$ cat config.mk
export PLATFORM = sky130hd
export DESIGN_NAME = strided_interval_intersect_merge_core
export DESIGN_NICKNAME = d
export VERILOG_FILES = /design/src/siim_pkg.sv /design/src/siim_div.sv /design/src/strided_interval_intersect_merge_core.sv
export VERILOG_INCLUDE_DIRS = /design/src /design/src/src
export SDC_FILE = /design/constraint.sdc
export NUM_CORES = 2
export LEC_CHECK = 0
export BUFFER_PORTS_ARGS = -buffer_cell sky130_fd_sc_hd__buf_4
export CAP_MARGIN = 10
export CELL_PAD_IN_SITES_DETAIL_PLACEMENT = 0
export CELL_PAD_IN_SITES_GLOBAL_PLACEMENT = 1
export CORE_MARGIN = 3
export CORE_UTILIZATION = 45
export CTS_BUF_LIST = sky130_fd_sc_hd__clkbuf_8 sky130_fd_sc_hd__clkbuf_16
export DETAILED_ROUTE_END_ITERATION = 8
export GPL_ROUTABILITY_DRIVEN = 0
export PLACE_DENSITY_LB_ADDON = 0.1
export RECOVER_POWER = 25
export SYNTH_ARGS = -nofsm -noshare
export SYNTH_HDL_FRONTEND = slang
export SYNTH_SLANG_ARGS = --single-unit
export TNS_END_PERCENT = 5
$ cat constraint.sdc
create_clock -name i_clk -period 8.4 [get_ports i_clk]
set_clock_uncertainty 0.2 [all_clocks]
set_input_delay 0.42 -clock i_clk [delete_from_list [all_inputs] [get_ports i_clk]]
set_output_delay 0.42 -clock i_clk [all_outputs]
set_load 0.02 [all_outputs]
$ cat src/strided_interval_intersect_merge_core_macros.svh
// Assertion macros used by the RTL of the strided interval core.
`ifndef STRIDED_INTERVAL_INTERSECT_MERGE_CORE_MACROS_SVH
`define STRIDED_INTERVAL_INTERSECT_MERGE_CORE_MACROS_SVH

// The consequent must hold in the same cycle as the antecedent.
`define SIIM_ASSERT_IMP(lbl, clk, rst_n, ante, cons, msg) \
    lbl: assert property (@(posedge clk) disable iff (!rst_n) (ante) |-> (cons)) \
        else $error(msg);

// The consequent must hold in the cycle after the antecedent.
`define SIIM_ASSERT_NXT(lbl, clk, rst_n, ante, cons, msg) \
    lbl: assert property (@(posedge clk) disable iff (!rst_n) (ante) |=> (cons)) \
        else $error(msg);

`endif

$ cat src/siim_pkg.sv
`default_nettype none
package siim_pkg;

    localparam int VW    = 32;
    localparam int SW    = 16;
    localparam int LW    = 2 * SW;
    localparam int DIV_W = (VW > LW) ? VW : LW;
    localparam int CNT_W = $clog2(DIV_W + 1);
    localparam int RES_W = 32;

    // Operation selector codes.
    localparam logic FUNC_ISECT   = 1'b0;
    localparam logic FUNC_COMPACT = 1'b1;

    typedef struct packed {
        logic                 func;
        logic signed [VW-1:0] a_begin;
        logic [SW-1:0]        a_step;
        logic signed [VW-1:0] a_end;
        logic signed [VW-1:0] b_begin;
        logic [SW-1:0]        b_step;
        logic signed [VW-1:0] b_end;
    } t_in;

    typedef struct packed {
        logic signed [RES_W-1:0] res_begin;
        logic [RES_W-1:0]        res_step;
        logic signed [RES_W-1:0] res_end;
        logic                    res_empty;
        logic                    res_valid;
    } t_out;

    // Control of the shared divider: start pulse and operand width select.
    typedef struct packed {
        logic start;
        logic long_mode;
    } t_div_ctl;

    typedef enum logic [4:0] {
        S_IDLE, S_NA, S_NA2, S_NB, S_NB2, S_DISP, S_ICHK,
        S_EDIV, S_EMUL, S_EUPD, S_XG, S_MG, S_LCM, S_INV,
        S_R1, S_R2, S_R1Y, S_DG, S_QI, S_K, S_T, S_TCHK,
        S_FN, S_FN2, S_DIVW, S_OUT
    } t_state;

endpackage
`default_nettype wire

$ cat src/siim_div.sv
`default_nettype none
// Restoring divider, one quotient bit per cycle.
module siim_div import siim_pkg::*; (
    input  wire logic             i_clk,
    input  wire logic             i_rst_n,
    input  wire t_div_ctl         i_ctl,
    input  wire logic [DIV_W-1:0] i_dividend,
    input  wire logic [LW-1:0]    i_divisor,
    output logic                  o_done,
    output logic [DIV_W-1:0]      o_quo,
    output logic [LW-1:0]         o_rem
);

    logic             r_busy;
    logic             r_done;
    logic [CNT_W-1:0] r_cnt;
    logic [DIV_W-1:0] r_quo;
    logic [LW-1:0]    r_rem;
    logic [LW-1:0]    r_dvs;

    logic [LW:0]   w_trial;
    logic [LW:0]   w_diff;
    logic          w_fits;
    logic [LW-1:0] n_rem;

    always_comb begin
        w_trial = {r_rem, r_quo[DIV_W-1]};
        w_diff  = w_trial - {1'b0, r_dvs};
        w_fits  = w_trial >= {1'b0, r_dvs};
        n_rem   = w_fits ? w_diff[LW-1:0] : w_trial[LW-1:0];
    end

    always_ff @(posedge i_clk) begin
        if (!i_rst_n) begin
            r_busy <= 1'b0;
            r_done <= 1'b0;
            r_cnt  <= '0;
        end else begin
            r_done <= 1'b0;
            if (i_ctl.start) begin
                r_busy <= 1'b1;
                r_cnt  <= i_ctl.long_mode ? CNT_W'(DIV_W) : CNT_W'(SW);
            end else if (r_busy) begin
                r_cnt <= r_cnt - 1'b1;
                if (r_cnt == CNT_W'(1)) begin
                    r_busy <= 1'b0;
                    r_done <= 1'b1;
                end
            end
        end
    end

    always_ff @(posedge i_clk) begin
        if (i_ctl.start) begin
            r_quo <= i_ctl.long_mode ? i_dividend : (i_dividend << (DIV_W - SW));
            r_rem <= '0;
            r_dvs <= i_divisor;
        end else if (r_busy) begin
            r_quo <= {r_quo[DIV_W-2:0], w_fits};
            r_rem <= n_rem;
        end
    end

    assign o_done = r_done;
    assign o_quo  = r_quo;
    assign o_rem  = r_rem;

endmodule
`default_nettype wire

$ cat src/strided_interval_intersect_merge_core.sv
`default_nettype none
// Strided interval intersect and merge core.
// The input channel (i_valid, i_in, o_stall) carries one transaction with two strided
// intervals and a selector: intersection or compact (merge of equal-step intervals).
// The output channel (o_valid, o_out, i_stall) returns exactly one result transaction
// for each input transaction, normalized, with the empty code begin 1, step 1, end 0.
// One item is worked at a time: o_stall is high from acceptance until the result has
// been moved into the output register. Every remainder, quotient and gcd step runs
// through one shared restoring divider that retires one bit per cycle, plus one
// registered 16x16 multiplier.
// Unequal compact steps, empty operands and disjoint ranges finish soonest, and a
// compact merge of adjacent intervals next. A nonempty intersection, and a merge of
// overlapping intervals, takes longest, set by the number of Euclid steps and by the
// seven value-wide divisions. The next item can be accepted in the cycle after the
// result moves out.
// The output register lets the next item be accepted while a result still waits;
// when the receiver stalls, the result holds and the next finished result waits in
// the sequencer until the register frees up.
// Reset is synchronous and active low; it returns the sequencer to idle and drops
// o_valid. A result in flight or waiting in the output register is lost at reset.
`include "strided_interval_intersect_merge_core_macros.svh"
module strided_interval_intersect_merge_core import siim_pkg::*; (
    input  wire logic i_clk,
    input  wire logic i_rst_n,
    input  wire logic i_valid,
    input  wire t_in  i_in,
    output logic      o_stall,
    output logic      o_valid,
    output t_out      o_out,
    input  wire logic i_stall
);

    // Sequencer state and the state to resume once the divider finishes.
    t_state r_state, n_state;
    t_state r_ret, w_ret;

    // Normalized operands.
    logic                 r_func;
    logic signed [VW-1:0] r_ab, r_ae, r_bb, r_be;
    logic [SW-1:0]        r_as, r_bs;

    // Intersection working registers.
    logic signed [VW-1:0] r_maxb, r_mine;
    logic [SW-1:0]        r_eor, r_er;
    logic signed [LW:0]   r_eos, r_es;
    logic [SW-1:0]        r_xp, r_m2, r_inv, r_r1, r_r2;
    logic [LW-1:0]        r_lcm;
    logic [LW-1:0]        r_prod;

    // Operands of the final normalization.
    logic signed [VW-1:0] r_fb, r_fe;
    logic [LW-1:0]        r_fs;

    // Result waiting for the output register.
    logic signed [VW-1:0] r_rb, r_re;
    logic [LW-1:0]        r_rs;
    logic                 r_rempty, r_rvalid;

    logic r_ovalid;
    t_out r_out;

    // Shared divider and multiplier connections.
    t_div_ctl         w_ctl;
    logic [DIV_W-1:0] w_dividend;
    logic [LW-1:0]    w_divisor;
    logic             w_done;
    logic [DIV_W-1:0] w_quo;
    logic [LW-1:0]    w_rem;
    logic [SW-1:0]    w_ma, w_mb;

    siim_div u_div (
        .i_clk      (i_clk),
        .i_rst_n    (i_rst_n),
        .i_ctl      (w_ctl),
        .i_dividend (w_dividend),
        .i_divisor  (w_divisor),
        .o_done     (w_done),
        .o_quo      (w_quo),
        .o_rem      (w_rem)
    );

    // Helper values derived from the working registers.
    logic                 w_accept;
    logic [VW-1:0]        w_span_a, w_span_b, w_span_f, w_span_i;
    logic [VW-1:0]        w_off_a, w_off_b;
    logic signed [VW-1:0] w_ae_rnd, w_be_rnd, w_fe_rnd;
    logic                 w_eq_step, w_c1, w_c2, w_iempty;
    logic [LW:0]          w_es_mag, w_eos_mag, w_enew;
    logic [SW:0]          w_dsum;
    logic [SW-1:0]        w_d;
    logic [LW:0]          w_t;
    logic                 w_t_over;
    logic                 w_out_load;

    // Terms watched by the assertions.
    logic w_empty_out, w_code_ok, w_reject_out;

    always_comb begin
        w_accept  = i_valid && !o_stall;
        w_span_a  = r_ae - r_ab;
        w_span_b  = r_be - r_bb;
        w_span_f  = r_fe - r_fb;
        w_span_i  = r_mine - r_maxb;
        w_off_a   = r_maxb - r_ab;
        w_off_b   = r_maxb - r_bb;
        w_ae_rnd  = r_ae - VW'(w_rem);
        w_be_rnd  = r_be - VW'(w_rem);
        w_fe_rnd  = r_fe - VW'(w_rem);
        w_eq_step = r_as == r_bs;
        w_c1      = w_eq_step && (r_bb > r_ae) && (VW'(r_bb - r_ae) == VW'(r_as));
        w_c2      = w_eq_step && (r_ab > r_be) && (VW'(r_ab - r_be) == VW'(r_as));
        w_iempty  = (r_ae < r_ab) || (r_be < r_bb) || (r_ae < r_bb) || (r_be < r_ab);
        w_es_mag  = r_es[LW] ? -r_es : r_es;
        w_eos_mag = r_eos[LW] ? -r_eos : r_eos;
        // Extended Euclid coefficient update: s_new = s_old - q * s.
        w_enew    = r_es[LW] ? (r_eos + {1'b0, r_prod}) : (r_eos - {1'b0, r_prod});
        // Difference of the two residues modulo the second stride.
        w_dsum    = {1'b0, r_r2} + {1'b0, r_bs} - {1'b0, w_rem[SW-1:0]};
        w_d       = (w_dsum >= {1'b0, r_bs}) ? SW'(w_dsum - {1'b0, r_bs}) : w_dsum[SW-1:0];
        w_t       = {1'b0, r_prod} + (LW+1)'(r_r1);
        w_t_over  = (DIV_W+1)'(w_t) > (DIV_W+1)'(w_span_i);
        w_out_load = (r_state == S_OUT) && (!r_ovalid || !i_stall);
    end

    // Divider and multiplier operand selection.
    always_comb begin
        w_ctl      = '0;
        w_dividend = '0;
        w_divisor  = '0;
        w_ret      = S_IDLE;
        w_ma       = '0;
        w_mb       = '0;
        unique case (r_state)
            S_NA: begin
                w_ctl      = '{start: !(r_ae < r_ab), long_mode: 1'b1};
                w_dividend = DIV_W'(w_span_a);
                w_divisor  = LW'(r_as);
                w_ret      = S_NA2;
            end
            S_NB: begin
                w_ctl      = '{start: !(r_be < r_bb), long_mode: 1'b1};
                w_dividend = DIV_W'(w_span_b);
                w_divisor  = LW'(r_bs);
                w_ret      = S_NB2;
            end
            S_EDIV: begin
                w_ctl      = '{start: 1'b1, long_mode: 1'b0};
                w_dividend = DIV_W'(r_eor);
                w_divisor  = LW'(r_er);
                w_ret      = S_EMUL;
            end
            S_EMUL: begin
                w_ma = w_quo[SW-1:0];
                w_mb = w_es_mag[SW-1:0];
            end
            S_XG: begin
                w_ctl      = '{start: 1'b1, long_mode: 1'b0};
                w_dividend = DIV_W'(r_as);
                w_divisor  = LW'(r_eor);
                w_ret      = S_MG;
            end
            S_MG: begin
                w_ctl      = '{start: 1'b1, long_mode: 1'b0};
                w_dividend = DIV_W'(r_bs);
                w_divisor  = LW'(r_eor);
                w_ret      = S_LCM;
            end
            S_LCM: begin
                w_ma = r_xp;
                w_mb = r_bs;
            end
            S_INV: begin
                w_ctl      = '{start: 1'b1, long_mode: 1'b1};
                w_dividend = DIV_W'(w_eos_mag[LW-1:0]);
                w_divisor  = LW'(r_m2);
                w_ret      = S_R1;
            end
            S_R1: begin
                w_ctl      = '{start: 1'b1, long_mode: 1'b1};
                w_dividend = DIV_W'(w_off_a);
                w_divisor  = LW'(r_as);
                w_ret      = S_R2;
            end
            S_R2: begin
                w_ctl      = '{start: 1'b1, long_mode: 1'b1};
                w_dividend = DIV_W'(w_off_b);
                w_divisor  = LW'(r_bs);
                w_ret      = S_R1Y;
            end
            S_R1Y: begin
                w_ctl      = '{start: 1'b1, long_mode: 1'b0};
                w_dividend = DIV_W'(r_r1);
                w_divisor  = LW'(r_bs);
                w_ret      = S_DG;
            end
            S_DG: begin
                w_ctl      = '{start: 1'b1, long_mode: 1'b0};
                w_dividend = DIV_W'(w_d);
                w_divisor  = LW'(r_eor);
                w_ret      = S_QI;
            end
            S_QI: begin
                w_ma = w_quo[SW-1:0];
                w_mb = r_inv;
            end
            S_K: begin
                w_ctl      = '{start: 1'b1, long_mode: 1'b1};
                w_dividend = DIV_W'(r_prod);
                w_divisor  = LW'(r_m2);
                w_ret      = S_T;
            end
            S_T: begin
                w_ma = r_as;
                w_mb = w_rem[SW-1:0];
            end
            S_FN: begin
                w_ctl      = '{start: !(r_fe < r_fb), long_mode: 1'b1};
                w_dividend = DIV_W'(w_span_f);
                w_divisor  = r_fs;
                w_ret      = S_FN2;
            end
            default: begin
                w_ctl = '0;
            end
        endcase
    end

    // Next state.
    always_comb begin
        n_state = r_state;
        unique case (r_state) inside
            S_IDLE:  n_state = w_accept ? S_NA : S_IDLE;
            S_NA:    n_state = w_ctl.start ? S_DIVW : S_NB;
            S_NA2:   n_state = S_NB;
            S_NB:    n_state = w_ctl.start ? S_DIVW : S_DISP;
            S_NB2:   n_state = S_DISP;
            S_DISP: begin
                if (r_func == FUNC_ISECT) begin
                    n_state = S_ICHK;
                end else if (w_c1 || w_c2) begin
                    n_state = S_FN;
                end else if (w_eq_step) begin
                    n_state = S_ICHK;
                end else begin
                    n_state = S_OUT;
                end
            end
            S_ICHK:  n_state = w_iempty ? S_OUT : S_EDIV;
            S_EMUL:  n_state = S_EUPD;
            S_EUPD:  n_state = (w_rem[SW-1:0] == '0) ? S_XG : S_EDIV;
            S_LCM:   n_state = S_INV;
            S_QI:    n_state = (w_rem != '0) ? S_OUT : S_K;
            S_T:     n_state = S_TCHK;
            S_TCHK:  n_state = w_t_over ? S_OUT : S_FN;
            S_FN:    n_state = w_ctl.start ? S_DIVW : S_OUT;
            S_FN2:   n_state = S_OUT;
            S_DIVW:  n_state = w_done ? r_ret : S_DIVW;
            S_OUT:   n_state = w_out_load ? S_IDLE : S_OUT;
            S_EDIV, S_XG, S_MG, S_INV, S_R1, S_R2, S_R1Y, S_DG, S_K:
                     n_state = S_DIVW;
            default: n_state = S_IDLE;
        endcase
    end

    always_ff @(posedge i_clk) begin
        if (!i_rst_n) begin
            r_state  <= S_IDLE;
            r_ovalid <= 1'b0;
        end else begin
            r_state <= n_state;
            if (w_out_load) begin
                r_ovalid <= 1'b1;
            end else if (!i_stall) begin
                r_ovalid <= 1'b0;
            end
        end
    end

    // Datapath registers.
    always_ff @(posedge i_clk) begin
        r_prod <= w_ma * w_mb;
        if (w_ctl.start) begin
            r_ret <= w_ret;
        end
        if (w_out_load) begin
            r_out.res_begin <= RES_W'(r_rb);
            r_out.res_step  <= RES_W'(r_rs);
            r_out.res_end   <= RES_W'(r_re);
            r_out.res_empty <= r_rempty;
            r_out.res_valid <= r_rvalid;
        end
        case (r_state)
            S_IDLE: begin
                if (w_accept) begin
                    r_func <= i_in.func;
                    r_ab   <= i_in.a_begin;
                    r_ae   <= i_in.a_end;
                    r_as   <= (i_in.a_step == '0) ? SW'(1) : i_in.a_step;
                    r_bb   <= i_in.b_begin;
                    r_be   <= i_in.b_end;
                    r_bs   <= (i_in.b_step == '0) ? SW'(1) : i_in.b_step;
                end
            end
            S_NA: begin
                if (r_ae < r_ab) begin
                    r_ab <= VW'(1);
                    r_as <= SW'(1);
                    r_ae <= '0;
                end
            end
            S_NA2: begin
                r_ae <= w_ae_rnd;
                r_as <= (r_ab == w_ae_rnd) ? SW'(1) : r_as;
            end
            S_NB: begin
                if (r_be < r_bb) begin
                    r_bb <= VW'(1);
                    r_bs <= SW'(1);
                    r_be <= '0;
                end
            end
            S_NB2: begin
                r_be <= w_be_rnd;
                r_bs <= (r_bb == w_be_rnd) ? SW'(1) : r_bs;
            end
            S_DISP: begin
                // Compact: adjacency in either order; equal steps go on to an overlap test, unequal ones are rejected.
                if (r_func == FUNC_COMPACT) begin
                    if (w_c1) begin
                        r_fb <= r_ab;
                        r_fs <= LW'(r_as);
                        r_fe <= r_be;
                    end else if (w_c2) begin
                        r_fb <= r_bb;
                        r_fs <= LW'(r_as);
                        r_fe <= r_ae;
                    end else if (!w_eq_step) begin
                        r_rb     <= VW'(1);
                        r_rs     <= LW'(1);
                        r_re     <= '0;
                        r_rempty <= 1'b1;
                        r_rvalid <= 1'b0;
                    end
                end
            end
            S_ICHK: begin
                if (w_iempty) begin
                    r_rb     <= VW'(1);
                    r_rs     <= LW'(1);
                    r_re     <= '0;
                    r_rempty <= 1'b1;
                    r_rvalid <= r_func == FUNC_ISECT;
                end else begin
                    r_maxb <= (r_ab > r_bb) ? r_ab : r_bb;
                    r_mine <= (r_ae < r_be) ? r_ae : r_be;
                    r_eor  <= r_as;
                    r_er   <= r_bs;
                    r_eos  <= (LW+1)'(1);
                    r_es   <= '0;
                end
            end
            S_EUPD: begin
                r_eor <= r_er;
                r_er  <= w_rem[SW-1:0];
                r_eos <= r_es;
                r_es  <= w_enew;
            end
            S_MG:  r_xp  <= w_quo[SW-1:0];
            S_LCM: r_m2  <= w_quo[SW-1:0];
            S_INV: r_lcm <= r_prod;
            S_R1: begin
                // Bring the Euclid coefficient into [0, m2).
                r_inv <= (r_eos[LW] && (w_rem != '0)) ? (r_m2 - w_rem[SW-1:0])
                                                      : w_rem[SW-1:0];
            end
            S_R2:  r_r1 <= (w_rem == '0) ? '0 : (r_as - w_rem[SW-1:0]);
            S_R1Y: r_r2 <= (w_rem == '0) ? '0 : (r_bs - w_rem[SW-1:0]);
            S_QI: begin
                // Residues that disagree modulo the gcd leave no common member.
                if (w_rem != '0) begin
                    r_rb     <= VW'(1);
                    r_rs     <= LW'(1);
                    r_re     <= '0;
                    r_rempty <= 1'b1;
                    r_rvalid <= r_func == FUNC_ISECT;
                end
            end
            S_TCHK: begin
                if (w_t_over) begin
                    r_rb     <= VW'(1);
                    r_rs     <= LW'(1);
                    r_re     <= '0;
                    r_rempty <= 1'b1;
                    r_rvalid <= r_func == FUNC_ISECT;
                end else if (r_func == FUNC_COMPACT) begin
                    r_fb <= (r_ab < r_bb) ? r_ab : r_bb;
                    r_fs <= LW'(r_as);
                    r_fe <= (r_ae > r_be) ? r_ae : r_be;
                end else begin
                    r_fb <= r_maxb + VW'(w_t);
                    r_fs <= r_lcm;
                    r_fe <= r_mine;
                end
            end
            S_FN: begin
                if (r_fe < r_fb) begin
                    r_rb     <= VW'(1);
                    r_rs     <= LW'(1);
                    r_re     <= '0;
                    r_rempty <= 1'b1;
                    r_rvalid <= 1'b1;
                end
            end
            S_FN2: begin
                r_rb     <= r_fb;
                r_re     <= w_fe_rnd;
                r_rs     <= (r_fb == w_fe_rnd) ? LW'(1) : r_fs;
                r_rempty <= 1'b0;
                r_rvalid <= 1'b1;
            end
            default: begin
            end
        endcase
    end

    assign o_stall = r_state != S_IDLE;
    assign o_valid = r_ovalid;
    assign o_out   = r_out;

    assign w_empty_out  = o_valid && o_out.res_empty;
    assign w_code_ok    = (o_out.res_begin == RES_W'(1)) && (o_out.res_end == '0)
                          && (o_out.res_step == RES_W'(1));
    assign w_reject_out = o_valid && !o_out.res_valid;

    // An accepted transaction closes the input side in the following cycle.
    `SIIM_ASSERT_NXT(a_busy_after_accept, i_clk, i_rst_n, w_accept, o_stall, "accept not held")
    // An empty result always carries the empty code.
    `SIIM_ASSERT_IMP(a_empty_code, i_clk, i_rst_n, w_empty_out, w_code_ok, "empty not coded")
    // A failed merge reports the empty interval.
    `SIIM_ASSERT_IMP(a_reject_empty, i_clk, i_rst_n, w_reject_out, o_out.res_empty, "reject not empty")

endmodule
`default_nettype wire

### Yosys cells after proc, flatten, opt, wreduce, memory -nomap -nowiden

Index checks and enable logic that the tools add are counted.

| word-level totals | value |
|---|---|
| register bits | 874 |
| input bits | 165 |
| output and inout bits | 100 |
| word-level logic and storage cells | 315 |

| cells by class | value |
|---|---|
| add/sub/neg operators | 25 |
| $mul | 1 |
| magnitude comparators | 14 |
| eq/ne operators | 49 |
| muxes and demuxes | 127 |
| bitwise logic cells | 4 |
| reduce and logical (&&, ||, !) cells | 53 |

Operators by type and width:

| operator | count |
|---|---|
| two-way mux 32 bit | 49 |
| one-hot mux 32 bit (6 select lines) | 4 |
| one-hot mux 32 bit (12 select lines) | 1 |
| subtractor 32 bit | 12 |
| one-hot mux 32 bit (2 select lines) | 5 |
| < comparator 32 bit | 7 |
| two-way mux 16 bit | 13 |
| one-hot mux 32 bit (3 select lines) | 2 |
| one-hot mux 16 bit (3 select lines) | 3 |
| one-hot mux 33 bit (2 select lines) | 2 |
| > comparator 32 bit | 4 |
| two-way mux 33 bit | 3 |
| equality test 32 bit | 3 |
| one-hot mux 5 bit (18 select lines) | 1 |
| equality test 32 x 16 -> 1 bit | 2 |
| one-hot mux 16 bit (2 select lines) | 2 |
| one-hot mux 16 bit (4 select lines) | 1 |
| subtractor 16 bit | 4 |
| one-hot mux 5 bit (12 select lines) | 1 |
| equality test 5 bit, second input constant | 10 |
| zero test 16 bit | 3 |
| equality test 5 x 4 -> 1 bit, second input constant | 8 |
| two-way mux 5 bit | 8 |
| adder 32 x 16 -> 33 bit | 1 |
| 45 further kinds | 124 |

### Depth between registers and ports, before layout

| logic depth | value |
|---|---|
| depth in word-level cells | 7 |
| mapped depth | 35 |
| gate-level depth less buffers | 33 |

### Hierarchy

Synthesis repeated with hierarchy kept, for this count alone.

| unflattened totals | value |
|---|---|
| cell total of the unflattened synthesis | 8613 |
| area, all modules | 78308.9 um2 |

Modules (own cells, without submodules):

| module | times used | cells an instance | area an instance (um2) | sequential area each (um2) |
|---|---|---|---|---|
| strided_interval_intersect_merge_core | 1 | 7953 | 72092.9 | 22741.8 |
| siim_div | 1 | 660 | 6216.0 | 2722.6 |

### Worst setup path before layout

No wires, ideal clock.

| timing path | value |
|---|---|
| path type | register to register |
| start point | reg r_state[3] |
| end point | reg r_prod[31] |
| data arrival time | 8404 ps |
| required time | 8128 ps |
| setup slack | -277 ps |
| stages on the path, launching flop included | 32 |
| clock period less this slack | 8677 ps |
| cells stage by stage | dfxtp_1 -> clkbuf_1 -> clkbuf_1 -> nor2b_1 -> and3_1 -> clkbuf_1 -> clkbuf_1 -> clkbuf_1 -> a22oi_1 -> nand2_1 -> clkbuf_1 -> nand2_1 -> fa_1 -> fa_1 -> fa_1 -> fa_1 -> inv_1 -> fa_1 -> fa_1 -> ha_1 -> a21o_1 -> a21o_1 -> a21oi_1 -> nor2_1 -> a221oi_1 -> nand2_1 -> nand4_1 -> a21oi_1 -> o41ai_1 -> o2111ai_1 -> a21oi_1 -> xnor2_1 |

| on the way | value |
|---|---|
| longest elaborated chain between the ends | 4 |
| elaborated cells between the ends (all ways) | 8 |

Ends and longest elaborated chain:

| what | line | source |
|---|---|---|
| start: declaration | strided_interval_intersect_merge_core.sv:34 | `t_state r_state, n_state;` |
| start signal: assignment | strided_interval_intersect_merge_core.sv:270 | `r_state <= n_state;` |
| equality test 5 x 4 -> 1 bit / equality test 5 bit (equally long branches) | strided_interval_intersect_merge_core.sv:133 | `unique case (r_state)` |
| OR reduction 2 bit (no source line) | n/a |  |
| one-hot mux 16 bit (3 select lines) | strided_interval_intersect_merge_core.sv:133 |  |
| multiplier 16 x 16 -> 32 bit * | strided_interval_intersect_merge_core.sv:281 | `r_prod <= w_ma * w_mb;` |
| end signal: assignment | strided_interval_intersect_merge_core.sv:281 |  |
| end: declaration | strided_interval_intersect_merge_core.sv:48 | `logic [LW-1:0] r_prod;` |

Mark *: on every way between the ends. The rest lies on a longest branch, timed or not.
A chain may end at the register's enable or synchronous reset.

### Final worst setup path

| timing path | value |
|---|---|
| start point | reg r_es[3] |
| end point | reg r_prod[29] |

| on the way | value |
|---|---|
| longest elaborated chain between the ends | 4 |

Ends and longest elaborated chain:

| what | line | source |
|---|---|---|
| start: declaration | strided_interval_intersect_merge_core.sv:45 | `logic signed [LW:0] r_eos, r_es;` |
| start signal: assignment | strided_interval_intersect_merge_core.sv:366 | `r_es <= w_enew;` |
| negation 16 bit | strided_interval_intersect_merge_core.sv:113 | `w_es_mag = r_es[LW] ? -r_es : r_es;` |
| two-way mux 16 bit * | strided_interval_intersect_merge_core.sv:113 |  |
| one-hot mux 16 bit (4 select lines) * | strided_interval_intersect_merge_core.sv:133 |  |
| multiplier 16 x 16 -> 32 bit * | strided_interval_intersect_merge_core.sv:281 |  |

Marks and branches as above.

==> impl_metrics.sql <==
INSERT INTO impl_metrics (metric_group, metric, value, unit) VALUES
('outcome', 'failing_checks', 'DRC, capacitance limit, slew limit', ''),
('setup_path', 'setup.worst_path.class', 'reg -> reg', ''),
('sta', 'fin_crit', '8170', 'ps'),
('clock_tree', 'tritoncts_num_sinks', '874', ''),
('power_and_ir_drop', 'total_power', '41.4', 'mW'),
('clock_tree', 'clock_path_buffers', '3', ''),
('sta', 'rsz0062_at_grt', 'yes', ''),
('min_path', 'worst_hold_path.endpoint', 'r_ab[22]', ''),
('layout', 'final_net_count', '10193', ''),
('outcome', 'status', 'finished, violations left', ''),
('sta', 'max_freq', '0.122', 'GHz'),
('clock_tree', 'tritoncts', 'yes', ''),
('layout', 'final_design_area_no_fill', '89500', 'um^2'),
('detailed_routing', 'antenna_left', '0', ''),
('setup_path', 'reg2reg_setup_slack', '230', 'ps'),
('floorplanning', 'fp.coreArea', '172000', 'um^2'),
('setup_path', 'cp_slowest_cell', 'sky130_fd_sc_hd__fa_1', ''),
('sta', 'finalHoldViolations', '0', ''),
('clock_tree', 'clk-insertion-delay-late', '830', 'ps'),
('clock_tree', 'cts.clk_slew.worst_paths', '60', 'ps'),
('sta', 'finalSetupTns', '0', 'ps'),
('power_and_ir_drop', 'ir_drop', '500', 'uV'),
('setup_path', 'timing.rr.end', 'r_prod[29]', ''),
('sta', 'final_min_period_over_clock_period', '0.972', ''),
('synth', 'netlist_instances', '8661', ''),
('placed_design', 'dp_hpwl', '285000', 'um'),
('power_and_ir_drop', 'power_frac_seq', '0.185', ''),
('flow_run', 'count_of_max_cap_constraint_violations', '5', ''),
('layout', 'area_delta_synth_final', '14.0', '%'),
('detailed_routing', 'drcViolationCount', '5', ''),
('setup_path', 'critical_path.reg2reg.startpoint', 'r_es[3]', ''),
('layout', 'regArea', '25500', 'um^2'),
('min_path', 'hold_depth', '3', ''),
('setup_path', 'critPathRequiredTime', '8910', 'ps'),
('synth', 'yosysWarningCount', '0', ''),
('clock_tree', 'cts_root_buffer', 'sky130_fd_sc_hd__clkbuf_16', ''),
('clock_tree', 'numCtsBuffers', '106', ''),
('floorplanning', 'dieWidth', '424', 'um'),
('synth', 'synth_largest_area_cell', 'sky130_fd_sc_hd__edfxtp_1', ''),
('global_routing', 'wire_length_of_the_first_global_routing_pass', '492000', 'um'),
('synth', 'post_synth.cell_area_avg', '9.07', 'um^2'),
('synth', 'synth.area.top_cells', 'sky130_fd_sc_hd__edfxtp_1 30%, sky130_fd_sc_hd__ha_1 11%, sky130_fd_sc_hd__fa_1 5.8%', ''),
('global_routing', 'antenna_found_initial', '34', ''),
('sta', 'maxSlewViolCount', '266', ''),
('floorplanning', 'die_y', '424', 'um'),
('layout', 'footprint_of_the_multi_input_gates', '49100', 'um^2'),
('min_path', 'holdCritPathClass', 'in -> reg', ''),
('synth', 'synth.top_cell.area_share', '0.304', ''),
('global_routing', 'global_route.usage.total', '0.381', ''),
('setup_path', 'timing.critical_path.to_type', 'register', ''),
('power_and_ir_drop', 'swShare', '0.537', ''),
('clock_tree', 'cts.htree.levels', '3', ''),
('detailed_routing', 'routed_via_density', '6.32', ''),
('global_routing', 'grt_remaining_overflow', '0', ''),
('layout', 'drive_above_1_share', '0.0809', ''),
('power_and_ir_drop', 'share_comb_of_total_power', '0.689', ''),
('synth', 'mappedNetlistArea', '78500', 'um^2'),
('min_path', 'holdCritStartpoint', 'i_in[150]', ''),
('floorplanning', 'die_area', '180000', 'um^2'),
('synth', 'synth-edff-count', '796', ''),
('floorplanning', 'start_util', '0.455', ''),
('detailed_routing', 'first_pass_iters', '9', ''),
('power_and_ir_drop', 'p_switching', '22.2', 'mW'),
('floorplanning', 'floorplan.rows', '152', ''),
('setup_path', 'worst_ep_arrival_time', '8680', 'ps'),
('synth', 'synthTopCellsByCount', '796 x sky130_fd_sc_hd__edfxtp_1, 739 x sky130_fd_sc_hd__inv_1, 712 x sky130_fd_sc_hd__nand2_1, 709 x sky130_fd_sc_hd__ha_1, 695 x sky130_fd_sc_hd__nor2_1', ''),
('detailed_routing', 'drt_first_iter_violations', '10136', ''),
('layout', 'count_of_fill_cells_added_during_filler_insertion', '16136', ''),
('floorplanning', 'top_level_ports', '265', ''),
('power_and_ir_drop', 'leakagePower', '37.5', 'nW'),
('setup_path', 'critical_path.max_fanout', '7', '');
[critical path, delay by kind of cell (launching register included)]
family          cells  cell delay [ps]
buf+inv             5              610
flops               1              420
xor+xnor            2              300
fa+ha+maj           7             3060
compound gates      7             1420
simple gates        9             2050
[repair_timing]
| item | CTS | global route |
|---|---|---|
| pin swaps | 0 | 14 |
| hold buffers | 164 | 0 |
| endpoints found under the setup margin | 2 | 8 |
| setup buffers | 0 | 8 |
| resized for setup | 2 | 21 |
| endpoints found under the hold margin | 176 | 0 |
[worst max-delay path by stage]
stage                 endpoint  slack (ps)  cells after the start
floorplan           r_prod[31]          60                     31
global placement    r_prod[31]          30                     29
detailed placement  r_prod[31]         -10                     29
CTS                 r_prod[31]          50                     29
global route        r_prod[31]         -40                     29
finish              r_prod[29]         230                     30
[cell families after synthesis]
kind of cell | share of synthesized area
simple gates | 0.157
buf+inv | 0.0538
xor+xnor | 0.0715
compound gates | 0.190
flops | 0.324
fa+ha+maj | 0.171
mux | 0.0321
[through the flow]
stage          worst slack (ps)  hold WS, ps  utilization  cells
3_5_place_dp              -10.1          205        0.488  11121
2_1_floorplan              55.4          200            -   8661
5_1_grt                   -36.1          214        0.519  11493
4_1_cts                    48.1          189        0.521  11483
3_3_place_gp               26.3          201        0.488  11121
6_report                    233          214        0.519  11511
[cells in the final DEF, fill, tap and decap left out, drive strengths merged, types with 41 or more instances in the layout]
cell type	n
a211o	58
a211oi	105
a21o	214
a21oi	544
a221oi	41
a22oi	56
a31oi	64
and2	177
and3	91
buf	398
clkbuf	245
dfxtp	78
dlygate4sd3	164
edfxtp	796
fa	228
ha	709
inv	755
mux2i	220
nand2	713
nand2b	100
nand3	218
nand4	90
nor2	695
nor2b	91
nor3	155
nor4	68
o211ai	59
o21a	99
o21ai	550
o21bai	64
o31ai	52
or2	41
or3	47
xnor2	383
xor2	243
[per-layer routing]
metal | vias up | global-route usage | share of wire
li1 | 32269 | - | -
met1 | 35002 | 0.505 | 0.39
met2 | 4495 | 0.536 | 0.40
met3 | 948 | 0.138 | 0.13
met4 | 26 | 0.214 | 0.072
met5 | - | 0 | 0.0018
[power by group through the flow]
| stage | Clock [mW] | Combinational (mW) | Sequential, mW |
|---|---|---|---|
| 6_report | 5.24 | 28.5 | 7.65 |
| 5_1_grt | 5.45 | 30.1 | 7.62 |
| 4_1_cts | 5.29 | 27.3 | 7.57 |
| 3_5_place_dp | 0 | 27.1 | 7.65 |
| 3_3_place_gp | 0 | 26.9 | 7.65 |
| 2_1_floorplan | 0 | 17.8 | 6.86 |
[final cells by class]
type                            count  share of cell area
Multi-Input combinational cell   6675               0.549
Sequential cell                   874               0.285
Timing Repair Buffer              691              0.0581
Tap cell                         2310              0.0323
Clock buffer                      116              0.0314
Inverter                          743              0.0312
Clock inverter                     82              0.0128
Antenna cell                       20            0.000559
(Power assumes the default switching activity.)
